--- config.mk ---
export PLATFORM = sky130hd
export DESIGN_NAME = trilinear_panner_eight_way_unit
export DESIGN_NICKNAME = d
export VERILOG_FILES = /design/src/hdl/tpew_pkg.sv /design/src/hdl/trilinear_panner_eight_way_unit.sv
export SDC_FILE = /design/constraint.sdc
export NUM_CORES = 2
export LEC_CHECK = 0
export ABC_AREA = 1
export BUFFER_PORTS_ARGS = -buffer_cell sky130_fd_sc_hd__buf_2
export CORE_UTILIZATION = 45
export CTS_CLUSTER_DIAMETER = 80
export DETAILED_ROUTE_END_ITERATION = 8
export PLACE_DENSITY_LB_ADDON = 0.1
export SETUP_SLACK_MARGIN = 0.2
export SLEW_MARGIN = 40
export SYNTH_ARGS = -nofsm -noshare
export SYNTH_HDL_FRONTEND = slang
export SYNTH_SLANG_ARGS = --single-unit
--- constraint.sdc ---
create_clock -name clock -period 7.8 [get_ports clock]
set_input_delay 0 -clock clock [delete_from_list [all_inputs] [get_ports clock]]
set_output_delay 0 -clock clock [all_outputs]
set_load 0.01 [all_outputs]
--- src/hdl/tpew_pkg.sv ---
// types, constants and microcode program of the eight-way trilinear panner
package tpew_pkg;

   // fixed-point constants
   localparam logic [16:0] POS_ONE = 17'h10000;
   localparam int STEP_W = 5;
   localparam int ACC_W = 20;

   // register indexes on the configuration port
   typedef enum logic [2:0] {
      REG_X_BASE,
      REG_Y_BASE,
      REG_Z_BASE,
      REG_X_AMOUNT,
      REG_Y_AMOUNT,
      REG_Z_AMOUNT,
      REG_OUT_LEVEL,
      REG_MONO_SUM
   } reg_idx_type;

   // multiplier operand a
   typedef enum logic [3:0] {
      A_NONE,
      A_CVX,
      A_CVY,
      A_CVZ,
      A_AUDIO,
      A_WX0,
      A_WX1,
      A_S,
      A_U0,
      A_U1
   } mul_a_type;

   // multiplier operand b
   typedef enum logic [3:0] {
      B_NONE,
      B_AX,
      B_AY,
      B_AZ,
      B_LVL,
      B_WY0,
      B_WY1,
      B_WZ0,
      B_WZ1,
      B_WXY0,
      B_WXY1,
      B_WXY2,
      B_WXY3
   } mul_b_type;

   // write-back of the registered product
   typedef enum logic [2:0] {
      WB_NONE,
      WB_POS,
      WB_SCALE,
      WB_WXY,
      WB_U,
      WB_CORNER
   } wb_op_type;

   // sequencing condition of a step
   typedef enum logic [1:0] {
      COND_NONE,
      COND_ITEM,
      COND_PUBLISH
   } cond_type;

   // one control word
   typedef struct packed {
      mul_a_type   mul_a;
      mul_b_type   mul_b;
      wb_op_type   wb;
      logic [2:0]  wb_idx;
      logic        acc_en;
      logic [2:0]  acc_idx;
      cond_type    cond;
   } ucode_type;

   // microcode program, one word per step
   function automatic ucode_type ucode_rom(input logic [STEP_W-1:0] step);
      ucode_type w;
      w = '{A_NONE, B_NONE, WB_NONE, 3'd0, 1'b0, 3'd0, COND_NONE};
      unique case (step)
         5'd0:  w.cond = COND_ITEM;
         5'd1:  begin w.mul_a = A_CVX; w.mul_b = B_AX; end
         5'd2:  begin w.mul_a = A_CVY; w.mul_b = B_AY; w.wb = WB_POS; w.wb_idx = 3'd0; end
         5'd3:  begin w.mul_a = A_CVZ; w.mul_b = B_AZ; w.wb = WB_POS; w.wb_idx = 3'd1; end
         5'd4:  begin w.mul_a = A_AUDIO; w.mul_b = B_LVL; w.wb = WB_POS; w.wb_idx = 3'd2; end
         5'd5:  begin w.mul_a = A_WX0; w.mul_b = B_WY0; w.wb = WB_SCALE; end
         5'd6:  begin w.mul_a = A_WX1; w.mul_b = B_WY0; w.wb = WB_WXY; w.wb_idx = 3'd0; end
         5'd7:  begin w.mul_a = A_WX0; w.mul_b = B_WY1; w.wb = WB_WXY; w.wb_idx = 3'd1; end
         5'd8:  begin w.mul_a = A_WX1; w.mul_b = B_WY1; w.wb = WB_WXY; w.wb_idx = 3'd2; end
         5'd9:  begin w.mul_a = A_S; w.mul_b = B_WZ0; w.wb = WB_WXY; w.wb_idx = 3'd3; end
         5'd10: begin w.mul_a = A_S; w.mul_b = B_WZ1; w.wb = WB_U; w.wb_idx = 3'd0; end
         5'd11: begin w.mul_a = A_U0; w.mul_b = B_WXY0; w.wb = WB_U; w.wb_idx = 3'd1; end
         5'd12: begin
            w.mul_a = A_U0; w.mul_b = B_WXY1; w.wb = WB_CORNER; w.wb_idx = 3'd0;
         end
         5'd13: begin
            w.mul_a = A_U0; w.mul_b = B_WXY2; w.wb = WB_CORNER; w.wb_idx = 3'd1;
            w.acc_en = 1'b1; w.acc_idx = 3'd0;
         end
         5'd14: begin
            w.mul_a = A_U0; w.mul_b = B_WXY3; w.wb = WB_CORNER; w.wb_idx = 3'd2;
            w.acc_en = 1'b1; w.acc_idx = 3'd1;
         end
         5'd15: begin
            w.mul_a = A_U1; w.mul_b = B_WXY0; w.wb = WB_CORNER; w.wb_idx = 3'd3;
            w.acc_en = 1'b1; w.acc_idx = 3'd2;
         end
         5'd16: begin
            w.mul_a = A_U1; w.mul_b = B_WXY1; w.wb = WB_CORNER; w.wb_idx = 3'd4;
            w.acc_en = 1'b1; w.acc_idx = 3'd3;
         end
         5'd17: begin
            w.mul_a = A_U1; w.mul_b = B_WXY2; w.wb = WB_CORNER; w.wb_idx = 3'd5;
            w.acc_en = 1'b1; w.acc_idx = 3'd4;
         end
         5'd18: begin
            w.mul_a = A_U1; w.mul_b = B_WXY3; w.wb = WB_CORNER; w.wb_idx = 3'd6;
            w.acc_en = 1'b1; w.acc_idx = 3'd5;
         end
         5'd19: begin
            w.wb = WB_CORNER; w.wb_idx = 3'd7; w.acc_en = 1'b1; w.acc_idx = 3'd6;
         end
         5'd20: begin w.acc_en = 1'b1; w.acc_idx = 3'd7; end
         5'd21: w.cond = COND_PUBLISH;
         default: w.cond = COND_ITEM;
      endcase
      return w;
   endfunction

endpackage

--- src/hdl/trilinear_panner_eight_way_unit.sv ---
// eight-way trilinear amplitude panner, microcoded around one shared multiplier
// an item runs the program from accept to result valid, at most one multiply per step
// a new item is taken only after the last one is published, which waits on a result stall
// the program has 22 steps and runs on the single 34x18 multiplier
// reset: synchronous, active high; registers take their defaults, sums clear
// a mono frame gives one result on its last channel, other channels give none
module trilinear_panner_eight_way_unit (
   input  logic               clock,
   input  logic               reset,
   input  logic               req_valid,
   output logic               req_stall,
   input  logic signed [15:0] req_audio_in,
   input  logic signed [15:0] req_x_cv,
   input  logic signed [15:0] req_y_cv,
   input  logic signed [15:0] req_z_cv,
   input  logic               req_last_channel,
   output logic               rsp_valid,
   input  logic               rsp_stall,
   output logic signed [15:0] rsp_bottom_left_front,
   output logic signed [15:0] rsp_bottom_right_front,
   output logic signed [15:0] rsp_top_left_front,
   output logic signed [15:0] rsp_top_right_front,
   output logic signed [15:0] rsp_bottom_left_back,
   output logic signed [15:0] rsp_bottom_right_back,
   output logic signed [15:0] rsp_top_left_back,
   output logic signed [15:0] rsp_top_right_back,
   output logic               rsp_frame_end,
   input  logic               psel,
   input  logic               penable,
   input  logic               pwrite,
   input  logic [4:0]         paddr,
   input  logic [31:0]        pwdata,
   output logic [31:0]        prdata,
   output logic               pready
);
   import tpew_pkg::*;

   // configuration registers
   logic [15:0]        x_base_ff, y_base_ff, z_base_ff, out_level_ff;
   logic signed [15:0] x_amount_ff, y_amount_ff, z_amount_ff;
   logic               mono_ff;

   // captured item
   logic signed [15:0] audio_ff, x_cv_ff, y_cv_ff, z_cv_ff;
   logic               last_ff;

   // sequencer
   logic [STEP_W-1:0]  step_ff, step_in;
   ucode_type          uc;

   // datapath registers
   logic signed [51:0] prod_ff, prod_in;
   logic [16:0]        px_ff, py_ff, pz_ff;
   logic signed [16:0] s_ff;
   logic [16:0]        wxy_ff [4];
   logic signed [33:0] u_ff [2];
   logic signed [15:0] c_ff;
   logic signed [ACC_W-1:0] acc_ff [8];
   logic signed [15:0] res_ff [8];

   // output register
   logic               rsp_valid_ff, rsp_valid_in;
   logic signed [15:0] out_ff [8];
   logic               frame_end_ff;

   logic               cfg_wr;
   logic               req_accept;
   logic               rsp_free;
   logic               produce;
   logic               publish;

   logic [16:0]        wx0, wy0, wz0;
   logic signed [33:0] a_op;
   logic signed [17:0] b_op;

   logic signed [51:0] bias;
   logic signed [51:0] rnd_sum;
   logic signed [51:0] sh14, sh16, sh32;
   logic [15:0]        base_sel;
   logic signed [18:0] pos_sum;
   logic [16:0]        pos_in;
   logic signed [19:0] corner_raw;
   logic signed [15:0] c_in;
   logic signed [20:0] acc_sum;
   logic signed [ACC_W-1:0] acc_in;
   logic signed [15:0] res_in;
   logic               res_we;

   assign pready = 1'b1;
   assign cfg_wr = psel && penable && pwrite && pready;

   // configuration writes
   always_ff @(posedge clock) begin
      if (reset) begin
         x_base_ff    <= 16'd32768;
         y_base_ff    <= 16'd32768;
         z_base_ff    <= 16'd32768;
         x_amount_ff  <= '0;
         y_amount_ff  <= '0;
         z_amount_ff  <= '0;
         out_level_ff <= 16'hFFFF;
         mono_ff      <= 1'b0;
      end else if (cfg_wr) begin
         unique case (reg_idx_type'(paddr[4:2]))
            REG_X_BASE:    x_base_ff    <= pwdata[15:0];
            REG_Y_BASE:    y_base_ff    <= pwdata[15:0];
            REG_Z_BASE:    z_base_ff    <= pwdata[15:0];
            REG_X_AMOUNT:  x_amount_ff  <= pwdata[15:0];
            REG_Y_AMOUNT:  y_amount_ff  <= pwdata[15:0];
            REG_Z_AMOUNT:  z_amount_ff  <= pwdata[15:0];
            REG_OUT_LEVEL: out_level_ff <= pwdata[15:0];
            REG_MONO_SUM:  mono_ff      <= pwdata[0];
         endcase
      end
   end

   // register readback
   always_comb begin
      unique case (reg_idx_type'(paddr[4:2]))
         REG_X_BASE:    prdata = {16'd0, x_base_ff};
         REG_Y_BASE:    prdata = {16'd0, y_base_ff};
         REG_Z_BASE:    prdata = {16'd0, z_base_ff};
         REG_X_AMOUNT:  prdata = {16'd0, x_amount_ff};
         REG_Y_AMOUNT:  prdata = {16'd0, y_amount_ff};
         REG_Z_AMOUNT:  prdata = {16'd0, z_amount_ff};
         REG_OUT_LEVEL: prdata = {16'd0, out_level_ff};
         REG_MONO_SUM:  prdata = {31'd0, mono_ff};
      endcase
   end

   // program fetch and handshake
   assign uc         = ucode_rom(step_ff);
   assign req_stall  = (uc.cond != COND_ITEM);
   assign req_accept = req_valid && !req_stall;
   assign rsp_free   = !rsp_valid_ff || !rsp_stall;
   assign produce    = !mono_ff || last_ff;
   assign publish    = (uc.cond == COND_PUBLISH) && rsp_free;

   // step counter with conditional jumps
   always_comb begin
      step_in = step_ff;
      unique case (uc.cond)
         COND_NONE:    step_in = STEP_W'(step_ff + 1'b1);
         COND_ITEM:    if (req_accept) step_in = STEP_W'(1);
         COND_PUBLISH: if (rsp_free) step_in = '0;
         default:      step_in = '0;
      endcase
   end

   always_ff @(posedge clock) begin
      if (reset) step_ff <= '0;
      else step_ff <= step_in;
   end

   // item capture
   always_ff @(posedge clock) begin
      if (req_accept) begin
         audio_ff <= req_audio_in;
         x_cv_ff  <= req_x_cv;
         y_cv_ff  <= req_y_cv;
         z_cv_ff  <= req_z_cv;
         last_ff  <= req_last_channel;
      end
   end

   // axis complements
   assign wx0 = POS_ONE - px_ff;
   assign wy0 = POS_ONE - py_ff;
   assign wz0 = POS_ONE - pz_ff;

   // multiplier operand a
   always_comb begin
      unique case (uc.mul_a)
         A_CVX:   a_op = {{18{x_cv_ff[15]}}, x_cv_ff};
         A_CVY:   a_op = {{18{y_cv_ff[15]}}, y_cv_ff};
         A_CVZ:   a_op = {{18{z_cv_ff[15]}}, z_cv_ff};
         A_AUDIO: a_op = {{18{audio_ff[15]}}, audio_ff};
         A_WX0:   a_op = {17'd0, wx0};
         A_WX1:   a_op = {17'd0, px_ff};
         A_S:     a_op = {{17{s_ff[16]}}, s_ff};
         A_U0:    a_op = u_ff[0];
         A_U1:    a_op = u_ff[1];
         default: a_op = '0;
      endcase
   end

   // multiplier operand b
   always_comb begin
      unique case (uc.mul_b)
         B_AX:    b_op = {{2{x_amount_ff[15]}}, x_amount_ff};
         B_AY:    b_op = {{2{y_amount_ff[15]}}, y_amount_ff};
         B_AZ:    b_op = {{2{z_amount_ff[15]}}, z_amount_ff};
         B_LVL:   b_op = {2'd0, out_level_ff};
         B_WY0:   b_op = {1'b0, wy0};
         B_WY1:   b_op = {1'b0, py_ff};
         B_WZ0:   b_op = {1'b0, wz0};
         B_WZ1:   b_op = {1'b0, pz_ff};
         B_WXY0:  b_op = {1'b0, wxy_ff[0]};
         B_WXY1:  b_op = {1'b0, wxy_ff[1]};
         B_WXY2:  b_op = {1'b0, wxy_ff[2]};
         B_WXY3:  b_op = {1'b0, wxy_ff[3]};
         default: b_op = '0;
      endcase
   end

   // shared multiplier, product registered
   assign prod_in = a_op * b_op;

   always_ff @(posedge clock) begin
      prod_ff <= prod_in;
   end

   // round to nearest with one shared bias add
   always_comb begin
      unique case (uc.wb)
         WB_POS:    bias = 52'sd8192;
         WB_CORNER: bias = 52'sd2147483648;
         default:   bias = 52'sd32768;
      endcase
      rnd_sum = prod_ff + bias;
      sh14    = rnd_sum >>> 14;
      sh16    = rnd_sum >>> 16;
      sh32    = rnd_sum >>> 32;
   end

   // axis position: base plus cv offset, clamped to the unit range
   always_comb begin
      unique case (uc.wb_idx[1:0])
         2'd0:    base_sel = x_base_ff;
         2'd1:    base_sel = y_base_ff;
         default: base_sel = z_base_ff;
      endcase
      pos_sum = $signed({3'b000, base_sel}) + sh14[18:0];
      if (pos_sum < 19'sd0) pos_in = '0;
      else if (pos_sum > 19'sd65536) pos_in = POS_ONE;
      else pos_in = pos_sum[16:0];
   end

   // corner sample saturated to 16 bits
   always_comb begin
      corner_raw = sh32[19:0];
      if (corner_raw > 20'sd32767) c_in = 16'sh7FFF;
      else if (corner_raw < -20'sd32768) c_in = -16'sd32768;
      else c_in = corner_raw[15:0];
   end

   // product write-back
   always_ff @(posedge clock) begin
      unique case (uc.wb)
         WB_POS: begin
            unique case (uc.wb_idx[1:0])
               2'd0:    px_ff <= pos_in;
               2'd1:    py_ff <= pos_in;
               default: pz_ff <= pos_in;
            endcase
         end
         WB_SCALE:  s_ff <= sh16[16:0];
         WB_WXY:    wxy_ff[uc.wb_idx[1:0]] <= sh16[16:0];
         WB_U:      u_ff[uc.wb_idx[0]] <= prod_ff[33:0];
         WB_CORNER: c_ff <= c_in;
         default: ;
      endcase
   end

   // frame accumulation and result selection
   always_comb begin
      acc_sum = {acc_ff[uc.acc_idx][ACC_W-1], acc_ff[uc.acc_idx]}
              + {{5{c_ff[15]}}, c_ff};
      acc_in  = '0;
      res_in  = c_ff;
      res_we  = 1'b0;
      if (!mono_ff) begin
         res_we = 1'b1;
      end else if (!last_ff) begin
         if (acc_sum > 21'sd524287) acc_in = 20'sd524287;
         else if (acc_sum < -21'sd524288) acc_in = -20'sd524288;
         else acc_in = acc_sum[ACC_W-1:0];
      end else begin
         res_we = 1'b1;
         if (acc_sum > 21'sd32767) res_in = 16'sh7FFF;
         else if (acc_sum < -21'sd32768) res_in = -16'sd32768;
         else res_in = acc_sum[15:0];
      end
   end

   always_ff @(posedge clock) begin
      if (reset) begin
         for (int i = 0; i < 8; i++) acc_ff[i] <= '0;
      end else if (uc.acc_en) begin
         acc_ff[uc.acc_idx] <= acc_in;
      end
   end

   always_ff @(posedge clock) begin
      if (uc.acc_en && res_we) res_ff[uc.acc_idx] <= res_in;
   end

   // output register
   always_comb begin
      rsp_valid_in = rsp_valid_ff;
      if (publish) rsp_valid_in = produce;
      else if (!rsp_stall) rsp_valid_in = 1'b0;
   end

   always_ff @(posedge clock) begin
      if (reset) rsp_valid_ff <= 1'b0;
      else rsp_valid_ff <= rsp_valid_in;
   end

   always_ff @(posedge clock) begin
      if (publish && produce) begin
         for (int i = 0; i < 8; i++) out_ff[i] <= res_ff[i];
         frame_end_ff <= last_ff;
      end
   end

   assign rsp_valid              = rsp_valid_ff;
   assign rsp_bottom_left_front  = out_ff[0];
   assign rsp_bottom_right_front = out_ff[1];
   assign rsp_top_left_front     = out_ff[2];
   assign rsp_top_right_front    = out_ff[3];
   assign rsp_bottom_left_back   = out_ff[4];
   assign rsp_bottom_right_back  = out_ff[5];
   assign rsp_top_left_back      = out_ff[6];
   assign rsp_top_right_back     = out_ff[7];
   assign rsp_frame_end          = frame_end_ff;

endmodule

# Word level (Yosys, flattened, before mapping)
# Memories as Yosys holds them, arrays and structs flattened.
# Index checks and enable logic that the tools add are counted.
# classes
addsub,7
multipliers,1
n_lt_le_gt_ge,8
eq_ne,61
n_mux,44
n_bitwise,1
n_reduce_logical,37
# ops
op,n
34-bit one-hot mux with 9 select lines,1
32-bit one-hot mux with 8 select lines,1
18-bit one-hot mux with 12 select lines,1
8-bit one-hot mux with 18 select lines,1
20-bit 2-to-1 mux,5
16-bit 2-to-1 mux,5
32-bit one-hot mux with 2 select lines,1
52-bit adder,1
34-bit by 18-bit multiplier with 52-bit output,1
"17-bit subtractor, first input constant",3
"5-bit by 4-bit equality test with 1-bit output, second input constant",8
20-bit OR reduction,2
17-bit 2-to-1 mux,2
"4-bit by 3-bit equality test with 1-bit output, second input constant",8
16-bit one-hot mux with 2 select lines,1
4-bit one-hot mux with 8 select lines,1
"5-bit equality test, second input constant",6
"4-bit equality test, second input constant",7
2-bit AND reduction,12
20-bit by 16-bit adder with 21-bit output,1
"21-bit by 16-bit greater-than comparator with 1-bit output, second input constant",1
"21-bit by 20-bit greater-than comparator with 1-bit output, second input constant",1
"21-bit by 16-bit less-than comparator with 1-bit output, second input constant",1
"21-bit by 20-bit less-than comparator with 1-bit output, second input constant",1
other kinds (35),87
# word_totals
regBits,321
mem_bits_rw,552
in_bits,109
output_inout_bits,164
n_memories,5
# mem_list
memory,depth,width,rd,rd_clocked_by_memory_dff,write_ports,line_no,rtl
acc_ff,8,20,1,0,8,trilinear_panner_eight_way_unit.sv:58,logic signed [ACC_W-1:0] acc_ff [8];
out_ff,8,16,8,0,8,trilinear_panner_eight_way_unit.sv:63,logic signed [15:0] out_ff [8];
res_ff,8,16,8,0,1,trilinear_panner_eight_way_unit.sv:59,logic signed [15:0] res_ff [8];
u_ff,2,34,2,0,1,trilinear_panner_eight_way_unit.sv:56,logic signed [33:0] u_ff [2];
wxy_ff,4,17,4,0,1,trilinear_panner_eight_way_unit.sv:55,logic [16:0] wxy_ff [4];

# Depth between registers and ports, before layout
# logic_depth
word_depth,10
depth_mapped,49

# Least setup slack after synthesis
# Ideal clock, no wire load.
# synth_path
path_type,reg2reg
start,register step_ff[0]
end,register prod_ff[40]
setup_ns,0.119
arrival_time_ns,8.163
path_slack_ns,-0.482
path_stages_with_launch,41
path_buffers,1
period_less_slack_ns,8.282
path_cell_list,dfxtp_1 -> ha_1 -> inv_1 -> nor2_1 -> ha_1 -> inv_1 -> nand2_1 -> nor2_4 -> nand2_1 -> nor2_1 -> nor2_1 -> nand2_2 -> clkinv_1 -> nand2_1 -> nand4_1 -> nor3_1 -> nand2_1 -> inv_1 -> (+5 left out) -> inv_1 -> fa_1 -> fa_1 -> fa_1 -> inv_1 -> fa_1 -> inv_1 -> ha_1 -> nand2_1 -> nor2_1 -> nand4_1 -> o21ai_0 -> a21oi_1 -> o21ai_0 -> nand2_1 -> nor2_1 -> nor2_1 -> xnor2_1
# synth_between
elab_chain_cells,5
# synth_lines
element,line_no,rtl
"start, declared",trilinear_panner_eight_way_unit.sv:48,"logic [STEP_W-1:0] step_ff, step_in;"
"start signal, assigned",trilinear_panner_eight_way_unit.sv:152,else step_ff <= step_in;
5-bit equality test (tied with other cells),tpew_pkg.sv:84,unique case (step)
8-bit one-hot mux with 18 select lines (*),tpew_pkg.sv:84,
4-bit equality test (tied with other cells),trilinear_panner_eight_way_unit.sv:189,unique case (uc.mul_b)
18-bit one-hot mux with 12 select lines or 34-bit one-hot mux with 9 select lines (tied branches),"trilinear_panner_eight_way_unit.sv:189, trilinear_panner_eight_way_unit.sv:173",
34-bit by 18-bit multiplier with 52-bit output (*),trilinear_panner_eight_way_unit.sv:207,assign prod_in = a_op * b_op;
net prod_in[40],trilinear_panner_eight_way_unit.sv:52,"logic signed [51:0] prod_ff, prod_in;"
"end signal, assigned",trilinear_panner_eight_way_unit.sv:210,prod_ff <= prod_in;
"end, declared",trilinear_panner_eight_way_unit.sv:52,
# Mark *: on every way through the listed nets, which the timed path passes. The rest lies on a longest branch.
# A chain may end at the register's enable or synchronous reset.

# Worst setup path in the final report
# layout_path
start,register step_ff[1]
end,register prod_ff[45]
# The elaborated chain is that of the path after synthesis.

==> impl_metrics.py <==
metrics = {
    "outcome": {
        "status": "finished, violations left",
        "violations": "negative setup slack",
    },
    "worst_setup_path": {
        "start_kind": "flop",
        "cpMaxStageDelayCell": "fa_2",
        "slowest_delay_ns": 0.58,
        "cp-end-kind": "flop",
        "crit_type": "flop to flop",
        "cp_max_fo": 8,
        "cp.arrival_ns": 8.68,
        "cp.required_ns": 8.37,
    },
    "placement": {
        "gp_congestion": 1.01,
        "port_buffers": 237,
        "place_hpwl_mm": 159,
    },
    "routing": {
        "routed_via_density": 5.32,
        "firstDrtPassIters": 6,
        "vias": 48500,
        "post_drt_wl_per_cell_um": 22.8,
        "remaining_drc_errors": 0,
        "drt-total-wl_mm": 208,
        "drtIter0Drc": 4364,
        "ant_nets": 0,
    },
    "final_layout": {
        "nets": 8161,
        "drive_gt1_share_pct": 28.5,
        "area.growth.synth_to_final_pct": 32.0,
    },
    "sta": {
        "worst_pin_slew_ns": 0.830,
        "period_share_pct": 104,
        "maxSlewViolCount": 0,
        "holdWs_ns": 0.0399,
        "max_freq_mhz": 123,
        "rsz0062_at_grt": "true",
        "timing.final.ws_setup_ns": -0.309,
        "period_minus_slack_ns": 8.11,
        "final_hold_viol_count": 0,
        "setup_viol": 27,
        "relSlewSlack_pct": 44.3,
        "finalClockSkew_ns": 0.0394,
    },
    "logic_synthesis": {
        "avgSynthCellArea_um2": 9.69,
        "synth_common_cells": "nand2_1, inv_1, edfxtp_1",
        "netlist_instances": 6089,
        "synth-edff-count": 702,
        "synth_area_leaders": "edfxtp_1, fa_1, nand2_1",
        "syn_area_um2": 59000,
        "synth-async-reset-ratio_pct": 0,
        "yosysTopAreaCell": "edfxtp_1",
        "yosysSeqAreaShare_pct": 41.5,
        "synth_top_area_share_pct": 35.7,
        "ys_ff_latch": 873,
        "synth_most_common_cell": "nand2_1",
        "synth_warnings": 0,
        "synth_cell_type_count": 65,
        "synthFlopType": "edfxtp_1",
    },
    "clock_network": {
        "root_buffer": "clkbuf_16",
        "cts_made_buffers": 93,
        "clkSlewWorstSetupHoldPaths_ns": 0.05,
        "clock_latency_ns": 0.71,
        "cts_tree": "yes",
        "htreeDepth": 3,
        "clkSinkCount": 873,
        "max-clock-path-buffers": 3,
    },
    "global_routing": {
        "grtUsageMet1_pct": 42.8,
        "grt_max_degree": 115,
        "track_usage_pct": 31.2,
        "overflow": 0,
        "grt-busiest-layer": "met2",
        "antenna_found_initial": 5,
        "grt_pass1_wl_mm": 305,
        "met3_usage_pct": 5.44,
        "grt_pass1_vias": 48400,
        "grt.met2_usage_pct": 50.3,
    },
    "floorplan": {
        "die_x_um": 364,
        "ios": 273,
        "core_area_um2": 130000,
        "dieArea_um2": 133000,
        "initial_utilization_pct": 45.5,
        "die_y_um": 364,
        "rows": 132,
    },
    "min_path": {
        "hold_class": "primary input to flop",
    },
    "flow_run": {
        "maxCapViolCount": 0,
    },
}
-- flip-flops by register name, indices dropped and copies added (netlist names), 17 cells and up --
signal,cells
acc_ff,160
out_ff,128
px_ff,17
u_ff,68
wxy_ff,68
pz_ff,17
s_ff,17
py_ff,17
res_ff,128
prod_ff,52
-- final cells by class --
cell class              instances  area, um^2
flip-flops and latches        873       24500
multi-input cells            3885       32300
repair buffers               1323       11500
fillers                     11100       51900
well taps                    1742        2180
inverters                    1118        4270
clock buffers                 122        2600
clock inverters                52         553
diodes                          2        5.00
-- per-layer routing --
| metal | routed length (um) | vias up |
|---|---|---|
| li1 | - | 22000 |
| met1 | 89100 | 24000 |
| met2 | 95900 | 2022 |
| met3 | 15000 | 418 |
| met4 | 7670 | 4 |
| met5 | 20 | - |
-- stage by stage --
stage | TNS, ns | instance area, um^2 | setup WS (ns) | std cells | utilization (%)
floorplan | 0 | 59100 | 0.164 | 6104 | -
global placement | -23.35 | 67800 | -1.08 | 8617 | 52.2
detailed placement | -24.05 | 67800 | -1.08 | 8617 | 52.2
CTS | -3.01 | 75700 | -0.205 | 9047 | 58.3
global route | -14.91 | 77900 | -0.604 | 9116 | 60.0
finish | -5.52 | 77900 | -0.309 | 9117 | 60.0
-- kinds of logic (layout without fill, tap and decap cells) --
logic type,after synthesis,after routing,synth area share [%]
XOR/XNOR,118,118,1.75
other,2,19,0.0127
adder cells (fa/ha/maj),758,758,23.5
flip-flops,873,873,41.5
AND/OR/NAND/NOR,2128,2128,15.3
buffers and inverters,1346,2615,9.19
AO/OA/AOI/OAI,864,864,8.67
-- layout by cell type, fill, tap and decap left out, types with 121 or more instances in the layout --
| cell type | n |
|---|---|
| a21oi_1 | 301 |
| buf_2 | 237 |
| buf_4 | 720 |
| dfxtp_1 | 169 |
| dlygate4sd3_1 | 150 |
| edfxtp_1 | 702 |
| fa_1 | 529 |
| ha_1 | 121 |
| inv_1 | 994 |
| nand2_1 | 967 |
| nand2_2 | 138 |
| nand3_1 | 128 |
| nor2_1 | 515 |
| o21ai_0 | 151 |
-- path summary, 6_finish.rpt --
kind	end	from	cells after the start	slack, ns
setup / recovery	prod_ff[45]	step_ff[1]	43	-0.31
hold / removal	x_cv_ff[3]	req_x_cv[3]	2	0.04
setup reg to reg	prod_ff[45]	step_ff[1]	43	-0.31
hold reg to reg	out_ff[1][46]	res_ff[6][14]	0	0.41
-- repair_timing --
action | CTS | global route
gates cloned | 6 | 3
gates resized for setup | 527 | 444
pin swaps | 207 | 230
buffers inserted | 100 | 65
endpoints found under the hold margin | 188 | 0
setup endpoints to repair | 41 | 85
hold buffers | 150 | 0
-- worst max-delay path: cells and delay by family, from the launching register on --
kind | cells | cell delay (ns)
fa+ha+maj | 8 | 3.48
compound gates | 5 | 0.57
flops | 1 | 0.39
xor+xnor | 1 | 0.16
buf+inv | 14 | 1.64
simple gates | 15 | 1.71
Power is not shown: default switching activity piles up to over one toggle a cycle in this logic, so the estimate is an artifact.
